### src/hdl/crru_pkg.sv
package crru_pkg;

    localparam logic [7:0] OP_CALL     = 8'hCD;
    localparam logic [7:0] OP_CALL_NZ  = 8'hC4;
    localparam logic [7:0] OP_CALL_Z   = 8'hCC;
    localparam logic [7:0] OP_CALL_NC  = 8'hD4;
    localparam logic [7:0] OP_CALL_C   = 8'hDC;
    localparam logic [7:0] OP_RET      = 8'hC9;
    localparam logic [7:0] OP_RET_NZ   = 8'hC0;
    localparam logic [7:0] OP_RET_Z    = 8'hC8;
    localparam logic [7:0] OP_RET_NC   = 8'hD0;
    localparam logic [7:0] OP_RET_C    = 8'hD8;
    localparam logic [7:0] OP_RETI     = 8'hD9;
    localparam logic [7:0] OP_RST_BASE = 8'hC7;
    localparam logic [7:0] OP_RST_MASK = 8'hC7;
    localparam logic [7:0] RST_VECTOR_MASK = 8'h38;

    localparam logic [2:0] KIND_NONE = 3'd0;
    localparam logic [2:0] KIND_CALL = 3'd1;
    localparam logic [2:0] KIND_RST  = 3'd2;
    localparam logic [2:0] KIND_RET  = 3'd3;
    localparam logic [2:0] KIND_RETI = 3'd4;

    typedef struct packed {
        logic [2:0] kind;
        logic       cond;
    } dec_t;

    typedef struct packed {
        logic capture;
        logic push;
        logic pop;
        logic load;
    } cmd_t;

    typedef struct packed {
        logic do_push;
        logic do_pop;
        logic out_free;
    } sts_t;

    function automatic dec_t decode(input logic [7:0] op, input logic z, input logic c);
        dec_t d;
        d.kind = KIND_NONE;
        d.cond = 1'b1;
        case (op)
            OP_CALL:    d.kind = KIND_CALL;
            OP_CALL_NZ: begin d.kind = KIND_CALL; d.cond = ~z; end
            OP_CALL_Z:  begin d.kind = KIND_CALL; d.cond = z;  end
            OP_CALL_NC: begin d.kind = KIND_CALL; d.cond = ~c; end
            OP_CALL_C:  begin d.kind = KIND_CALL; d.cond = c;  end
            OP_RET:     d.kind = KIND_RET;
            OP_RET_NZ:  begin d.kind = KIND_RET; d.cond = ~z; end
            OP_RET_Z:   begin d.kind = KIND_RET; d.cond = z;  end
            OP_RET_NC:  begin d.kind = KIND_RET; d.cond = ~c; end
            OP_RET_C:   begin d.kind = KIND_RET; d.cond = c;  end
            OP_RETI:    d.kind = KIND_RETI;
            default:
            begin
                if ((op & OP_RST_MASK) == OP_RST_BASE)
                    d.kind = KIND_RST;
            end
        endcase
        return d;
    endfunction

endpackage

### src/hdl/crru_dp.sv
module crru_dp #(
    parameter int STACK_DEPTH = 256
) (
    input  logic           clk,
    input  logic           rst_n,
    input  logic [7:0]     opcode_byte,
    input  logic [15:0]    target_address,
    input  logic [15:0]    return_address,
    input  logic           zero_flag,
    input  logic           carry_flag,
    input  logic [7:0]     cycles_if_taken,
    input  logic [7:0]     cycles_if_skipped,
    input  crru_pkg::cmd_t cmd,
    output crru_pkg::sts_t sts,
    input  logic           out_stall,
    output logic           out_valid,
    output logic [15:0]    next_pc,
    output logic           branch_taken,
    output logic [7:0]     cycle_count,
    output logic           illegal_opcode,
    output logic           enable_interrupts
);

    localparam int IDX_W = $clog2(STACK_DEPTH);
    localparam logic [IDX_W-1:0] IDX_LAST = IDX_W'(STACK_DEPTH - 1);

    logic [15:0] stack_mem [STACK_DEPTH];

    logic [IDX_W-1:0] idx_reg;
    logic [IDX_W-1:0] idx_next;
    logic [IDX_W-1:0] idx_inc;
    logic [IDX_W-1:0] idx_dec;
    logic             out_valid_reg;
    logic             out_valid_next;

    logic [15:0] pc_reg;
    logic [15:0] push_data_reg;
    logic [15:0] rd_data_reg;
    logic        taken_reg;
    logic [7:0]  cyc_reg;
    logic        ill_reg;
    logic        ei_reg;
    logic        push_reg;
    logic        pop_reg;

    logic [15:0] out_pc_reg;
    logic        out_taken_reg;
    logic [7:0]  out_cyc_reg;
    logic        out_ill_reg;
    logic        out_ei_reg;

    crru_pkg::dec_t dec;
    logic           legal;
    logic           go;
    logic           is_call;
    logic           is_rst;
    logic           is_ret;

    always_comb
    begin
        dec     = crru_pkg::decode(opcode_byte, zero_flag, carry_flag);
        legal   = (dec.kind != crru_pkg::KIND_NONE);
        go      = legal && dec.cond;
        is_call = (dec.kind == crru_pkg::KIND_CALL);
        is_rst  = (dec.kind == crru_pkg::KIND_RST);
        is_ret  = (dec.kind == crru_pkg::KIND_RET) || (dec.kind == crru_pkg::KIND_RETI);
    end

    always_ff @(posedge clk)
    begin
        if (cmd.capture)
        begin
            if (go && is_call)
                pc_reg <= target_address;
            else if (go && is_rst)
                pc_reg <= {8'h00, opcode_byte & crru_pkg::RST_VECTOR_MASK};
            else
                pc_reg <= return_address;
            push_data_reg <= return_address;
            taken_reg     <= go;
            cyc_reg       <= !legal ? 8'h00 : (go ? cycles_if_taken : cycles_if_skipped);
            ill_reg       <= !legal;
            ei_reg        <= go && (dec.kind == crru_pkg::KIND_RETI);
            push_reg      <= go && (is_call || is_rst);
            pop_reg       <= go && is_ret;
        end
    end

    assign idx_inc = (idx_reg == IDX_LAST) ? '0 : idx_reg + 1'b1;
    assign idx_dec = (idx_reg == '0) ? IDX_LAST : idx_reg - 1'b1;

    always_comb
    begin
        idx_next = idx_reg;
        if (cmd.push)
            idx_next = idx_inc;
        else if (cmd.pop)
            idx_next = idx_dec;
    end

    always_ff @(posedge clk)
    begin
        if (cmd.push)
            stack_mem[idx_reg] <= push_data_reg;
        if (cmd.pop)
            rd_data_reg <= stack_mem[idx_dec];
    end

    assign sts.do_push  = push_reg;
    assign sts.do_pop   = pop_reg;
    assign sts.out_free = !out_valid_reg || !out_stall;

    always_comb
    begin
        out_valid_next = out_valid_reg;
        if (cmd.load)
            out_valid_next = 1'b1;
        else if (!out_stall)
            out_valid_next = 1'b0;
    end

    always_ff @(posedge clk)
    begin
        if (cmd.load)
        begin
            out_pc_reg    <= pop_reg ? rd_data_reg : pc_reg;
            out_taken_reg <= taken_reg;
            out_cyc_reg   <= cyc_reg;
            out_ill_reg   <= ill_reg;
            out_ei_reg    <= ei_reg;
        end
    end

    always_ff @(posedge clk or negedge rst_n)
    begin
        if (!rst_n)
        begin
            idx_reg       <= '0;
            out_valid_reg <= 1'b0;
        end
        else
        begin
            idx_reg       <= idx_next;
            out_valid_reg <= out_valid_next;
        end
    end

    assign out_valid         = out_valid_reg;
    assign next_pc           = out_pc_reg;
    assign branch_taken      = out_taken_reg;
    assign cycle_count       = out_cyc_reg;
    assign illegal_opcode    = out_ill_reg;
    assign enable_interrupts = out_ei_reg;

endmodule

### config.mk
export PLATFORM = sky130hd
export DESIGN_NAME = crru_dp
export DESIGN_NICKNAME = d
export VERILOG_FILES = /design/src/hdl/crru_pkg.sv /design/src/hdl/crru_dp.sv
export SDC_FILE = /design/constraint.sdc
export NUM_CORES = 2
export LEC_CHECK = 0
export ABC_AREA = 0
export BUFFER_PORTS_ARGS = -buffer_cell sky130_fd_sc_hd__buf_2
export CAP_MARGIN = 30
export CORE_MARGIN = 2
export CORE_UTILIZATION = 35
export CTS_CLUSTER_SIZE = 12
export DETAILED_ROUTE_END_ITERATION = 10
export PLACE_DENSITY = 0.59
export REMOVE_ABC_BUFFERS = 1
export SLEW_MARGIN = 30
export SYNTH_ARGS = -nofsm -noshare
export SYNTH_HDL_FRONTEND = slang
export SYNTH_SLANG_ARGS = --single-unit
### constraint.sdc
create_clock -name clk -period 4.05 [get_ports clk]
set_clock_uncertainty 0.15 [all_clocks]
set_input_delay 0.405 -clock clk [delete_from_list [all_inputs] [get_ports clk]]
set_output_delay 0.405 -clock clk [all_outputs]
set_load 0.1 [all_outputs]
# Word-level counts from Yosys, hierarchy flattened
# Memories as Yosys holds them, arrays and structs flattened. A register that Yosys moved wholly into a read port is not among the register bits.
# Cells that the tools add are included.
[classes] addsub=2 eq_ne=18 n_mux=15 bitwise=2 n_reduce_logical=21
[op_table] op="$eq 8x8->1 const B" count=12
[op_table] op="$mux 16" count=3
[op_table] op="$mux 8" count=5
[op_table] op="$reduce_or 5->1" count=2
[op_table] op="$pmux 3 s3" count=1
[op_table] op="$add 8x1->8 const B" count=1
[op_table] op="$logic_not 8->1" count=1
[op_table] op="$reduce_or 2->1" count=4
[op_table] op="$sub 8x1->8 const B" count=1
[op_table] op="$eq 3x2->1 const B" count=2
[op_table] op="$logic_and 1x1->1" count=6
[op_table] op="$eq 5x5->1 const B" count=1
[op_table] op="$mux 1" count=4
[op_table] op="$pmux 1 s4" count=1
[op_table] op="$eq 3x1->1 const B" count=1
[op_table] op="$eq 3x3->1 const B" count=1
[op_table] op="$logic_not 1->1" count=3
[op_table] op="$logic_or 1x1->1" count=3
[op_table] op="$reduce_bool 3->1" count=1
[op_table] op="$mux 2" count=1
[op_table] op="$ne 2x2->1 const B" count=1
[op_table] op="$not 1->1" count=2
[op_table] op="$reduce_bool 2->1" count=1
[word_totals] ff_bits=81 mem_bits_rw=4096 inputBits=65 output_inout_bits=31 word_cells=74 memories=1
[memory_table] memory="stack_mem" depth=256 word_bits=16 rd=1 rd_ports_with_merged_regs=1 wr=1 line_no="crru_dp.sv:27" text="logic [15:0] stack_mem [STACK_DEPTH];"

# Logic depth before layout (Yosys ltp)
[depth] ltp_word=8 ltp_mapped=16 ltp_nobuf=10

# Least setup slack after synthesis
# No wires, ideal clock.
[synth_timing] kind="reg-to-reg" start="register push_data_reg[0]" end="memory stack_mem[0][0], data pin" setup_ps=817 t_arrival_ps=3228 t_required_ps=3083 slack_ps=-146 path_stages_with_launch=1 n_path_buf=0 period_less_slack_ps=4196 cell_sequence="edfxtp_1"
[synth_rtl] element="start, declared" line_no="crru_dp.sv:37" text="logic [15:0] push_data_reg;"
[synth_rtl] element="start signal, assigned" line_no="crru_dp.sv:79" text="push_data_reg <= return_address;"
[synth_rtl] element="end, declared" line_no="crru_dp.sv:27"
# Straight into the memory's write port.

# Worst setup path in the final report
[layout_timing] start="register idx_reg[1]" end="register rd_data_reg[7] (read register of stack_mem), data pin"
[layout_via] elab_chain_cells=2 elab_cells_between_ends=3 cone_classes="add/sub: 1; mux: 1; reduce/logical: 1"
[layout_lines] element="start, declared" line_no="crru_dp.sv:29" text="logic [IDX_W-1:0] idx_reg;"
[layout_lines] element="start signal, assigned" line_no="crru_dp.sv:143" text="idx_reg <= idx_next;"
[layout_lines] element="$sub 8x1->8 / $logic_not 8->1 (equally long branches)" line_no="crru_dp.sv:90" text="assign idx_dec = (idx_reg == '0) ? IDX_LAST : idx_reg - 1'b1;"
[layout_lines] element="$mux 8 *" line_no="crru_dp.sv:90"
[layout_lines] element="end, declared" line_no="crru_dp.sv:38" text="logic [15:0] rd_data_reg;"
# Mark *: on every way between the ends. The rest lies on a longest branch, timed or not.
# A chain may end at the register's enable or synchronous reset.

==> run summary <==
top post-synthesis cells by area: edfxtp_1, mux4_2, o21ai_0
post-DP HPWL: 281 mm
Synth warnings: 0
Post-DP Area: 0.176 mm2
average cell area after synthesis: 21.5 um2
Worst setup EP type: flop
vias in the first global route: 84.6k
Final Hold Vio Count: 0
Initial Util: 35.1%
Switching Share: 33.0%
total clock sinks: 4193
fmax: 239 MHz
min Tclk post-route: 4180 ps
Worst Path Max Fanout: 12
P per Cell Area: 665 mW/mm2
Clock Path Buffers: 4
Reg with most FFs: stack_mem
Max Cap Viol: 0
delay of the slowest critical-path stage: 600 ps
die extent in y: 682 um
# setup viols final: 14
drt first pass iters: 8
RSZ-0062 raised after global routing: true
clock-pin slew on the worst setup and hold paths: 60 ps
Arr. time, crit path: 4750 ps
Largest register FFs: 4096
Yosys top cell by area: edfxtp_1
asr flop ratio synth: 0.215%
Hold Worst Slack: 124 ps
Yosys cell types: 58
die area: 0.466 mm2
CP bufs+invs: 4
Synth top area share: 78.0%
post-synthesis sequential area ratio: 78.1%
Overflow after GRT: 0
Core Area: 0.459 mm2
Synth Instances: 7485
Via density: 5.66
FILL cells: 39.7k
Cell Area, Synth: 0.161 mm2
WL final: 467 mm
drc violations: 0
Internal: 85300 uW
violated checks: negative setup slack
Crit Path Class: reg2reg
Slew @ Worst Pin: 1140 ps
Clock power frac: 27.9%
critical path depth: 12
Worst EP required: 4620 ps
H-tree lvl count: 5
via count: 85.1k
kind of cell adding the most delay to the critical path: compound AO/OA/AOI/OAI gates
Synth-to-Final Area Change: 18.8%
root buffer cell: clkbuf_16
Rel. slew slack: 23.7%
Leakage: 0.0592 uW
die width: 682 um
setup slack after layout: -127 ps
Finished Layout Cells: 15.0k
gr usage total: 19.5%
Final Max Tran Viols: 0
Final Cycle Share: 103%
Post-synth EDFFs: 4184
Post-synth top flop: edfxtp_1
Hold Crit Depth: 4
gp weighted congestion: 0.886
IO buf count: 95
fraction of layout cells with a size suffix above 1: 31.7%
Reg power frac: 38.7%
R2R cell count: 12
Clk Latency, worst-skew pair: 1030 ps
# rows: 249
CP max-delay cell: or4bb_4
largest net degree at the start of global routing: 177
WL per Instance: 31.1 um
#FFs+latches synth: 4193
switching power: 42000 uW
Post-Place Cells: 14.2k
DR iter-0 viols: 12.2k
CTS buffer count: 423
fin nets: 8678
I/O pin count: 96
status: finished, violations left
Hold Path Class: in2reg
Crit path top cell by count: buf_16
TritonCTS clock tree: yes
VDD IR-drop max: 0.000458 V
Post-DRT Antenna Nets: 0
CP Cell Sequence: inv_2 > ha_4 > or3b_4 > o21a_4 > buf_12 > buf_16 > buf_16 > mux4_2 > a22oi_1 > a21oi_1 > or4bb_4 > o311a_1
first-pass GRT wire length: 654 mm
post-route cell area: 0.191 mm2
initial antenna violation count: 36
crit start category: flop
Placement Setup Slack: -672 ps
Comb power frac: 33.4%
[power by group through the flow]
| stage | clock network, uW | registers (uW) | logic, uW |
|---|---|---|---|
| floorplan | 0 | 50800 | 12300 |
| detailed placement | 0 | 50100 | 39600 |
| global route | 37600 | 49200 | 43800 |
| global placement | 0 | 50100 | 39500 |
| finish | 35500 | 49200 | 42500 |
| CTS | 36000 | 49200 | 41600 |
[per-layer routing]
| metal | global-route usage, % | part of all wire (%) | up-vias |
|---|---|---|---|
| li1 | - | - | 33900 |
| met1 | 27.2 | 40 | 45800 |
| met2 | 30.7 | 47 | 4540 |
| met3 | 4.31 | 10 | 761 |
| met4 | 6.31 | 3.5 | 22 |
| met5 | 0 | 0.030 | - |
[Yosys cell counts, drive strengths merged, types with 3 or more instances]
library cell	n
buf	151
a211oi	4
nand4	36
or2	8
a21oi	141
inv	7
mux4	1024
ha	5
edfxtp	4184
a22oi	207
a41oi	128
mux2	16
nand2b	9
mux2i	11
nand3	32
nor2	303
nand2	70
nor3	44
o311a	15
clkbuf	346
or4bb	15
o21ai	656
dfrtp	9
a22o	3
or3	18
nor2b	7
[cells in the final DEF, fill, tap and decap left out, types with 14 or more instances in the layout]
master	Yosys	routed
clkinv_2	0	24
buf_2	98	95
a22oi_2	0	36
o311a_1	15	15
a21oi_2	0	19
buf_6	17	23
a41oi_2	0	28
o21ai_0	653	608
nand4_1	36	36
a41oi_1	128	100
buf_12	0	112
nor3_1	44	29
buf_4	20	788
edfxtp_1	4184	4184
or3_4	0	15
nor2_1	303	272
dlygate4sd3_1	0	126
o21ai_2	0	19
nor2_4	0	15
a22oi_1	207	171
nand3_1	32	27
mux4_2	1024	1024
mux2_2	16	16
o21ai_1	3	25
diode_2	0	14
nor2_2	0	16
nand2_1	70	63
clkinv_1	0	86
a21oi_1	141	115
buf_16	0	23
clkbuf_1	346	117
clkbuf_16	0	433
[what timing repair did]
item | CTS | global route
pin swaps | 39 | 33
hold buffers | 126 | 0
buffers inserted | 11 | 12
resized for setup | 195 | 112
hold endpoints to repair | 96 | 0
endpoints found under the setup margin | 16 | 16
cloned | 15 | 5
[metrics by stage]
stage	utilization, %	power (uW)	setup TNS, ps
after floorplan	-	63000	-1277700
after global placement	38.3	89600	-10800
after detailed placement	38.3	89800	-7950
after CTS	41.5	127000	-1040
after global routing	41.7	131000	-1990
final	41.7	127000	-1220
[logic make-up after synthesis]
group	after synthesis	share of synthesized area, %
DFF	4193	78.1
buffers and inverters	504	1.38
and+or+nand+nor	553	1.57
xor gates and xnor gates	4	0.0218
muxes	1051	14.5
adders and majority gates	5	0.0388
AOI/OAI and AO/OA	1175	4.37
[area by class of cell]
| type | instances | area [um2] | area share (%) |
|---|---|---|---|
| clock inverter | 143 | 968 | 0.506 |
| antenna | 14 | 35.0 | 0.0183 |
| sequential | 4193 | 126000 | 65.8 |
| inverter | 7 | 26.3 | 0.0137 |
| multi-input combinational | 2788 | 34200 | 17.9 |
| tap | 6149 | 7690 | 4.02 |
| clock buffer | 544 | 11100 | 5.81 |
| timing repair buffer | 1195 | 11400 | 5.98 |
[worst min-delay path: cells and delay by family]
family	cells	cell delay, ps
buf+inv	2	620
simple gates	2	140
[final timing paths]
path / slack (ps) / endpoint / start
max in group asynchronous: 2740 / out_valid / rst_n
setup reg to reg: -130 / rd_data_reg[7] / idx_reg[1]
hold / removal: 120 / pc_reg[2] / return_address[2]
min in group asynchronous: 520 / idx_reg[2] / rst_n
setup / recovery: -130 / rd_data_reg[7] / idx_reg[1]
hold reg to reg: 260 / cycle_count[2] / cyc_reg[2]
No activity file was read; power rests on OpenSTA's default activity.
