**src/hdl/crru_pkg.sv**
```systemverilog
package crru_pkg;

    localparam logic [7:0] OP_CALL     = 8'hCD;
    localparam logic [7:0] OP_CALL_NZ  = 8'hC4;
    localparam logic [7:0] OP_CALL_Z   = 8'hCC;
    localparam logic [7:0] OP_CALL_NC  = 8'hD4;
    localparam logic [7:0] OP_CALL_C   = 8'hDC;
    localparam logic [7:0] OP_RET      = 8'hC9;
    localparam logic [7:0] OP_RET_NZ   = 8'hC0;
    localparam logic [7:0] OP_RET_Z    = 8'hC8;
    localparam logic [7:0] OP_RET_NC   = 8'hD0;
    localparam logic [7:0] OP_RET_C    = 8'hD8;
    localparam logic [7:0] OP_RETI     = 8'hD9;
    localparam logic [7:0] OP_RST_BASE = 8'hC7;
    localparam logic [7:0] OP_RST_MASK = 8'hC7;
    localparam logic [7:0] RST_VECTOR_MASK = 8'h38;

    localparam logic [2:0] KIND_NONE = 3'd0;
    localparam logic [2:0] KIND_CALL = 3'd1;
    localparam logic [2:0] KIND_RST  = 3'd2;
    localparam logic [2:0] KIND_RET  = 3'd3;
    localparam logic [2:0] KIND_RETI = 3'd4;

    typedef struct packed {
        logic [2:0] kind;
        logic       cond;
    } dec_t;

    typedef struct packed {
        logic capture;
        logic push;
        logic pop;
        logic load;
    } cmd_t;

    typedef struct packed {
        logic do_push;
        logic do_pop;
        logic out_free;
    } sts_t;

    function automatic dec_t decode(input logic [7:0] op, input logic z, input logic c);
        dec_t d;
        d.kind = KIND_NONE;
        d.cond = 1'b1;
        case (op)
            OP_CALL:    d.kind = KIND_CALL;
            OP_CALL_NZ: begin d.kind = KIND_CALL; d.cond = ~z; end
            OP_CALL_Z:  begin d.kind = KIND_CALL; d.cond = z;  end
            OP_CALL_NC: begin d.kind = KIND_CALL; d.cond = ~c; end
            OP_CALL_C:  begin d.kind = KIND_CALL; d.cond = c;  end
            OP_RET:     d.kind = KIND_RET;
            OP_RET_NZ:  begin d.kind = KIND_RET; d.cond = ~z; end
            OP_RET_Z:   begin d.kind = KIND_RET; d.cond = z;  end
            OP_RET_NC:  begin d.kind = KIND_RET; d.cond = ~c; end
            OP_RET_C:   begin d.kind = KIND_RET; d.cond = c;  end
            OP_RETI:    d.kind = KIND_RETI;
            default:
            begin
                if ((op & OP_RST_MASK) == OP_RST_BASE)
                    d.kind = KIND_RST;
            end
        endcase
        return d;
    endfunction

endpackage

```
**src/hdl/crru_ctrl.sv**
```systemverilog
module crru_ctrl (
    input  logic          clk,
    input  logic          rst_n,
    input  logic          in_valid,
    output logic          in_stall,
    input  crru_pkg::sts_t sts,
    output crru_pkg::cmd_t cmd
);

    localparam logic [1:0] ST_IDLE = 2'd0;
    localparam logic [1:0] ST_EXEC = 2'd1;
    localparam logic [1:0] ST_DONE = 2'd2;

    logic [1:0] state_reg;
    logic [1:0] state_next;

    always_comb
    begin
        state_next  = state_reg;
        cmd.capture = 1'b0;
        cmd.push    = 1'b0;
        cmd.pop     = 1'b0;
        cmd.load    = 1'b0;
        case (state_reg)
            ST_IDLE:
            begin
                if (in_valid)
                begin
                    cmd.capture = 1'b1;
                    state_next  = ST_EXEC;
                end
            end
            ST_EXEC:
            begin
                cmd.push   = sts.do_push;
                cmd.pop    = sts.do_pop;
                state_next = ST_DONE;
            end
            ST_DONE:
            begin
                if (sts.out_free)
                begin
                    cmd.load   = 1'b1;
                    state_next = ST_IDLE;
                end
            end
            default: state_next = ST_IDLE;
        endcase
    end

    assign in_stall = (state_reg != ST_IDLE);

    always_ff @(posedge clk or negedge rst_n)
    begin
        if (!rst_n)
            state_reg <= ST_IDLE;
        else
            state_reg <= state_next;
    end

endmodule

```
**config.mk**
```make
export PLATFORM = sky130hd
export DESIGN_NAME = crru_ctrl
export DESIGN_NICKNAME = d
export VERILOG_FILES = /design/src/hdl/crru_pkg.sv /design/src/hdl/crru_ctrl.sv
export SDC_FILE = /design/constraint.sdc
export NUM_CORES = 1
export LEC_CHECK = 0
export ABC_AREA = 1
export ABC_CLOCK_PERIOD_IN_PS = 1000
export BUFFER_PORTS_ARGS = -buffer_cell sky130_fd_sc_hd__buf_2
export CAP_MARGIN = 20
export CORE_AREA = 3 3 40 42
export DETAILED_ROUTE_END_ITERATION = 12
export DIE_AREA = 0 0 43 45
export REMOVE_ABC_BUFFERS = 1
export SETUP_SLACK_MARGIN = 0.02
export SYNTH_ARGS = -nofsm -noshare
export SYNTH_HDL_FRONTEND = slang
export SYNTH_SLANG_ARGS = --single-unit
```
**constraint.sdc**
```tcl
create_clock -name clk -period 1 [get_ports clk]
set_clock_uncertainty 0.1 [all_clocks]
set_input_delay 0.05 -clock clk [delete_from_list [all_inputs] [get_ports clk]]
set_output_delay 0.05 -clock clk [all_outputs]
set_load 0.03 [all_outputs]
```
Word-level counts from Yosys, hierarchy flattened. Cells that the tools add are included.

Bits in registers: 2. Input port bits: 6. Word-level logic and storage cells: 16.

Equality and inequality tests: 4. Mux-type cells: 8. Reductions and logical operators: 3.

Operator list (number): 2-bit 2-to-1 mux (3); 2-bit case mux with 3 select lines (1); 1-bit 2-to-1 mux (4); 2-bit != test (second input constant) (2); 2-bit by 1-bit == test with 1-bit output (second input constant) (1); 2-bit == test (second input constant) (1); 2-bit zero test (1); 2-bit AND reduction (1); 2-bit nonzero test (1).

Logic depth before layout (Yosys ltp). Gate-level depths: netlist (run 1).

Word-level depth: 3. Gate-level depth with buffers: 3. Depth with buffers taken out: 3.

Least setup slack after synthesis (run 1). No wires, ideal clock.

Path type: register -> output. Start: reg state_reg[1]. End: out cmd[3] (netlist name). Arrival: 1.024 ns. Required time: 0.850 ns. Setup slack: -0.174 ns. Stages on the path, launching flop included: 4. Path buffers: 0. Cell sequence: dfrtp_1 -> inv_2 -> nand2_2 -> nor2_1.

RTL lines: start: declaration (RTL line crru_ctrl.sv:14) `logic [1:0] state_reg;`; start signal: assignment (RTL line crru_ctrl.sv:58) `state_reg <= state_next;`; end: declaration (RTL line crru_ctrl.sv:7) `output crru_pkg::cmd_t cmd`.

==> results of run 1 <==
-- logic make-up (layout without fill, tap and decap cells) --
group	Yosys count	in the layout	share of synthesized area [%]
flip-flops	2	2	43.01
buffers and inverters	6	22	19.35
AND/OR/NAND/NOR	10	10	37.63
-- repair_timing --
item	4_1_cts	5_1_grt
pin swaps	0	1
setup buffers	0	1
endpoints found under the hold margin	3	0
endpoints found under the setup margin	5	5
cloned	0	0
hold buffers	2	0
resized for setup	4	6
-- final timing paths --
check / depth (start not counted) / endpoint
setup / recovery: 4 / cmd[1]
hold / removal: 4 / state_reg[1]
setup reg to reg: 4 / state_reg[0]
hold reg to reg: 2 / state_reg[1]
max in group asynchronous: 2 / state_reg[0]
min in group asynchronous: 2 / state_reg[1]
-- layer usage --
metal  track usage (%)  wire, um  up-vias
met4             7.229         0        0
met2             6.287       177        7
met5                 0         0        -
li1                  -         -       83
met1             3.614       140       65
met3             2.390        31        0
-- Yosys cell counts (all sizes together) --
cell / count
nand3: 1
inv: 6
dfrtp: 2
nor2: 5
nand2: 4
-- cell type report --
cell class / count / share of cell area, %
clock buffers: 3 / 8.654
multi-input cells: 10 / 18.75
flip-flops and latches: 2 / 19.23
repair buffers: 13 / 37.50
well taps: 15 / 7.212
inverters: 6 / 8.654
-- tightest hold or removal path: cells and delay by family --
| kind | cells | cell delay (ns) |
|---|---|---|
| simple gates | 2 | 0.13 |
| buf+inv | 2 | 0.11 |
-- stage by stage --
step | utilization, % | power (uW)
after floorplan | - | 391.2
after global placement | 14.41 | 480.0
after detailed placement | 14.41 | 481.8
after CTS | 18.50 | 698.5
after global routing | 20.25 | 822.4
final | 20.25 | 756.5
-- report_power, final --
part	switching (uW)	internal, uW
sequential	26.5	115
combinational	263	177
clock	42.4	132
total	332	425
-- placed cells by master, fill, tap and decap left out, drive strengths merged --
| cell type | instances |
|---|---|
| dfrtp | 2 |
| nand2 | 4 |
| nor2 | 5 |
| dlygate4sd3 | 2 |
| buf | 11 |
| inv | 6 |
| clkbuf | 3 |
| nand3 | 1 |
==> results.md, run 1 <==
- The required time of the critical path is 0.85 ns.
- The slowest stage of the critical path belongs to the cell sky130_fd_sc_hd__dfrtp_1.
- The number of antenna cells inserted is 0.
- The checks that failed: setup timing.
- The post-route minimum period is 1.152 ns.
- The peak per-stage delay on the critical path is 0.38 ns.
- The final max-slew violation count came to 0.
- Grouping stages by cell kind, the critical path spends the most delay in flip-flops.
- The finished layout holds 49 standard cells, fillers aside.
- The y dimension of the die is 45 um.
- Summing all flip-flop and latch instances after layout gives 50.05 sq um.
- The number of violations of the max-capacitance limit is 0.
- The largest fanout on the critical path is 3.
- The total wire length is 349 um.
- Summing every instance area after synthesis gives 116.4 sq um.
- The number of routed nets with antenna violations is 0.
- The number of H-tree branching levels is 1.
- The global route total overflow is 0.
- The largest net degree at the start of global routing is 4.
- The first global-routing pass estimated 545 um of wire.
- The setup TNS after final layout is -0.6202 ns.
- The pre-CTS worst setup slack is 0.06430 ns.
- After synthesis, the cell types taking the most area are sky130_fd_sc_hd__dfrtp_1 43%, sky130_fd_sc_hd__nor2_1 16%, sky130_fd_sc_hd__inv_1 13%, sky130_fd_sc_hd__nand2_2 11%, sky130_fd_sc_hd__inv_2 6.5%.
- The area of all placed cells without fillers is 260.3 sq um.
- The leakage power figure is 0.0001505 uW.
- In the final layout, the multi-input gates occupy 48.80 sq um.
- Clock-pin slew was measured on the worst setup and hold paths at 0.03 ns.
- The initial detailed-routing violation count is 0.
- In this run the worst setup path begins at state_reg[1].
- Walking the worst path, the cells encountered are inv_2 > nand2_2 > nor2_2 > buf_6.
- The aggregate global-route resource usage is 4.496%.
- The initial antenna violation count is 0.
- The number of flip-flops in the largest register is 2.
- The number of buffer cells added on primary ports is 10.
- The clock tree from TritonCTS is done.
- The minimum setup slack in the final design is -0.1523 ns.
- The via-per-instance ratio is 3.163.
- Counting tap cells, the placed design contains a total of 43 instances.
- The clock reaches the later pin of the worst-skew pair after 0.22 ns.
- Detailed placement ended at an HPWL of 250.2 um.
- The origin of the critical flop-to-flop path is state_reg[1].
- The critical path is of the reg -> out type.
- After detailed routing, the number of remaining DRC violations is 0.
- CTS placed an instance of sky130_fd_sc_hd__clkbuf_4 at the clock tree root.
- The die covers 1935 sq um.
- The register area share after synthesis is 43.01%.
- The starting density of the core is 9.056%.
- The worst pin sits at a relative slew slack of 93.04%.
- Setup slack on the worst reg-to-reg path comes out at 0.10 ns.
- The number of endpoints failing setup at the final stage is 5.
- The startpoint identified for the worst hold timing path is sts[0].
- The total via count in the routed design is 155.
- The clock buffer count from CTS is 3.
- The count of final hold-check violations is 0.
- The count of mapped cells out of synthesis is 18.
- The largest total area in the synthesized netlist belongs to sky130_fd_sc_hd__dfrtp_1.
- For this design, the sink count on the clock tree is 2.
- The highest achievable clock rate is 867.8 MHz.
- The deepest clock path buffer count is 2.
- The synthesis-to-finish area growth is 123.7%.
- For this design the top-level I/O count stands at 11.
- The worst setup path is captured at an output port.
- The number of standard-cell rows in the floorplan is 13.
- The net count of the finished layout is 42.
- Yosys printed 0 warnings.
- Setup repair after global routing could not meet its margin everywhere.
- Fill cells in the final layout number 145.
- The worst vdd rail ir drop is 0.8265 mV.
- The count of buffering cells on the critical path with inverters included is 2.
- The smallest hold slack is 0.01891 ns.
- For the pin with the worst max-slew slack, the measured transition is 0.1045 ns.
- In this run the mean area of a mapped cell was 6.465 sq um.
- Power spread over the standard cell area amounts to 2907 nW/um^2.
- The arrival time reported for the critical path endpoint is 1.00 ns.
- The average routed wire per standard cell is 7.122 um.
- The worst min-delay path class is in -> reg.
- The horizontal extent of the die is 43 um.
- The type of origin of the critical path is a flip-flop.
- The period utilization is 115.2%.
- For this run, the detailed router's first-pass iteration total came to 1.
- Routability-driven placement finished with a final weighted congestion of 0.6251.
- After synthesis, the largest area contributor takes up 43.01% of total cell area.
- In the final layout, the share of cells above drive strength 1 is 58.82%.
- The instance area at placement is 185.2 sq um.
- The number of global-route vias before repair is 160.
- Synthesis inferred 2 register bits.
- The flow ran to the end, but the final reports show violations.
- The area inside the core boundary is 1285 sq um.
- The number of library cell types mapped by synthesis is 7.
Power figures use the tool's default switching activity.
==> run 2: changes to the inputs <==
Settings changed: SETUP_SLACK_MARGIN 0.02 to 0.2.
==> run 2 against run 1 <==
Effect of this change: the run still ends with setup timing left; design area is 0.96% higher; largest power group unchanged; sequential share of layout area decreased by 0.18 points; worst setup slack is essentially flat; critical path type unchanged; fmax hardly changed; register-to-register slack about the same; sequential power about the same; via count rose by 1.3%.
==> results.md, run 2 (synthesis gave the netlist of run 1 again) <==
- The floorplan step set the die height to 45 um.
- The highest achievable clock rate is 867.8 MHz.
- The number of global-route vias before repair is 160.
- Power spread over the standard cell area amounts to 2911 nW/um^2.
- For this run, the detailed router's first-pass iteration total came to 1.
- Setup repair after global routing could not meet its margin everywhere.
- The global route total overflow is 0.
- Detailed placement ended at an HPWL of 250.2 um.
- The peak per-stage delay on the critical path is 0.38 ns.
- The final max-slew violation count is 0.
- The net count of the finished layout is 42.
- The worst-case IR drop observed on VDD is 0.8266 mV.
- The type of origin of the critical path is a flip-flop.
- The final critical path takes up 115.2% of the cycle.
- Measured along the x axis, the die boundary spans 43 um.
- The worst min-delay path class is in -> reg.
- Clock tree synthesis found a total of 2 sinks.
- The sequential cells in the finished layout cover a total of 50.05 sq um.
- By startpoint and endpoint, the worst setup path is classified as reg -> out.
- The starting density of the core is 9.056%.
- The largest fanout on the critical path is 3.
- Setup violations remaining at the end of the flow were counted as 5.
- The arrival time reported for the critical path endpoint is 1.00 ns.
- Traced cell by cell, the critical path runs through inv_2 > nand2_2 > nor2_2 > buf_6.
- The worst reg2reg path endpoint is state_reg[0].
- Summed over all failing endpoints, the final setup total negative slack is -0.6205 ns.
- Wires add up to 358 um.
- The residual DRC count is 0.
- The deepest clock path buffer count is 2.
- The clock tree root driver cell is sky130_fd_sc_hd__clkbuf_4.
- The detail route stage leaves a number of antenna-violating nets equal to 0.
- The fraction of layout cells with a size suffix above 1 is 61.76%.
- The number of antenna cells inserted is 0.
- Subtracting the final worst setup slack from the clock period gives 1.152 ns.
- After clock tree synthesis, the clock-pin slew on the worst setup and hold paths is 0.03 ns.
- The leading cell type in the layout, fill and taps excluded is sky130_fd_sc_hd__buf_2.
- The insertion delay to the later sink of the worst-skew pair is 0.22 ns.
- The number of standard-cell rows in the floorplan is 13.
- In the routed layout, each cell is associated on average with a via count of 3.204.
- The global-route track usage on met2 is 6.287%.
- Summing internal, switching and leakage power gives 764.8 uW.
- The total die area is 1935 sq um.
- At the worst endpoint, the required time is 0.85 ns.
- The leakage power figure is 0.0001504 uW.
- The count of final hold-check violations is 0.
- After layout, the worst setup slack is -0.1523 ns.
- In this run the critical register-to-register path is launched from state_reg[1].
- The congestion estimate from routability-driven global placement came to 0.6251.
- Along the worst hold path, the cell count comes to 4.
- The initial antenna violation count came to 0.
- The largest net degree at the start of global routing is 4.
- The checks that failed: setup timing.
- At the pin with the least slew margin, the transition time is 0.1045 ns.
- Clock tree synthesis inserted a total of 3 buffers.
- The startpoint identified for the worst hold timing path is sts[0].
- STA classifies the critical path endpoint as an output port.
- The total via count in the routed design is 157.
- The top cell types in the final layout, fill and taps aside, are 5 x sky130_fd_sc_hd__buf_2, 4 x sky130_fd_sc_hd__inv_1, 4 x sky130_fd_sc_hd__buf_4.
- Timing analysis after detailed placement gives a worst setup slack of 0.06430 ns.
- The combined area of the multi-input logic cells is 51.30 sq um.
- The filler cell count in the final layout is 146.
- The number of buffer cells added on primary ports is 10.
- The slowest stage of the critical path belongs to the cell sky130_fd_sc_hd__dfrtp_1.
- Global routing consumed, on the met3 layer, 2.390% of the routing resources.
- In this run the most used layer during global routing was met4.
- The initial detailed-routing violation count is 0.
- CTS built an H-tree with a depth of 1.
- In this run the count of I/O pins placed on the die edge is 11.
- The number of flip-flops in the largest register is 2.
- Max-cap violations in this run came to 0.
- Headroom to the max-slew limit came out at 93.04%.
- Global routing used 3.614% of the available met1 tracks.
- The worst-case reg-to-reg path depth is 4.
- The aggregate global-route resource usage is 4.496%.
- The worst hold path terminates at state_reg[1].
- For flop-to-flop paths, the worst setup slack is 0.11 ns.
- The average routed wire per standard cell is 7.306 um.
- The flow ran to the end, but the final reports show violations.
- The wire length of the first global-routing pass is 545 um.
- The area inside the core boundary is 1285 sq um.
- TritonCTS built the clock tree.
- From synthesis to final layout, the design area changed by 125.8%.
run 2: cell counts in the layout (fill, tap and decap cells not counted):
No cell type changed its count.
run 2: power by group:
part	leakage, uW	internal, uW	switching, uW
clock	0.0000138	132	42.4
sequential	0.0000256	115	26.5
combinational	0.000111	179	269
total	0.000150	427	338
run 2: cell type report:
| cell class | count | area share, % |
|---|---|---|
| timing repair buffer | 13 | 37.14 |
| sequential | 2 | 19.05 |
| tap | 15 | 7.143 |
| clock buffer | 3 | 8.571 |
| inverter | 6 | 8.571 |
| multi-input combinational | 10 | 19.52 |
run 2: routing by layer:
metal | share of wire (%) | wire, um
met5 | 0 | 0
met4 | 0 | 0
met3 | 8.7 | 31
met2 | 52 | 186
met1 | 39 | 140
run 2: worst max-delay path by stage:
stage | start | endpoint | slack (ns) | depth (start not counted)
after floorplan | state_reg[1] | cmd[3] | -0.17 | 3
final | state_reg[1] | cmd[1] | -0.15 | 4
after CTS | state_reg[1] | cmd[3] | -0.15 | 4
after global routing | state_reg[1] | cmd[3] | -0.23 | 4
after detailed placement | state_reg[0] | cmd[0] | 0.06 | 4
after global placement | state_reg[1] | cmd[3] | 0.07 | 4
run 2: critical path, delay by kind of cell (launching register included):
family / cells / cell delay (ns)
AND/OR/NAND/NOR: 2 / 0.19
flip-flops: 1 / 0.38
buffers and inverters: 2 / 0.21
run 2: metrics by stage:
step | hold WS, ns | util (%) | instance area (sq um) | cells
5_1_grt | 0.04302 | 20.45 | 262.8 | 49
2_1_floorplan | -0.3456 | - | 116.4 | 18
3_5_place_dp | -0.2586 | 14.41 | 185.2 | 43
3_3_place_gp | -0.2616 | 14.41 | 185.2 | 43
4_1_cts | 0.02367 | 18.50 | 237.7 | 48
6_report | 0.01888 | 20.45 | 262.8 | 49
run 2: repair_timing:
action,4_1_cts,5_1_grt
buffers inserted,0,1
endpoints found under the hold margin,3,0
gates resized for setup,4,7
hold buffers,2,0
pin swaps,0,1
setup endpoints to repair,5,7
gates cloned,0,0
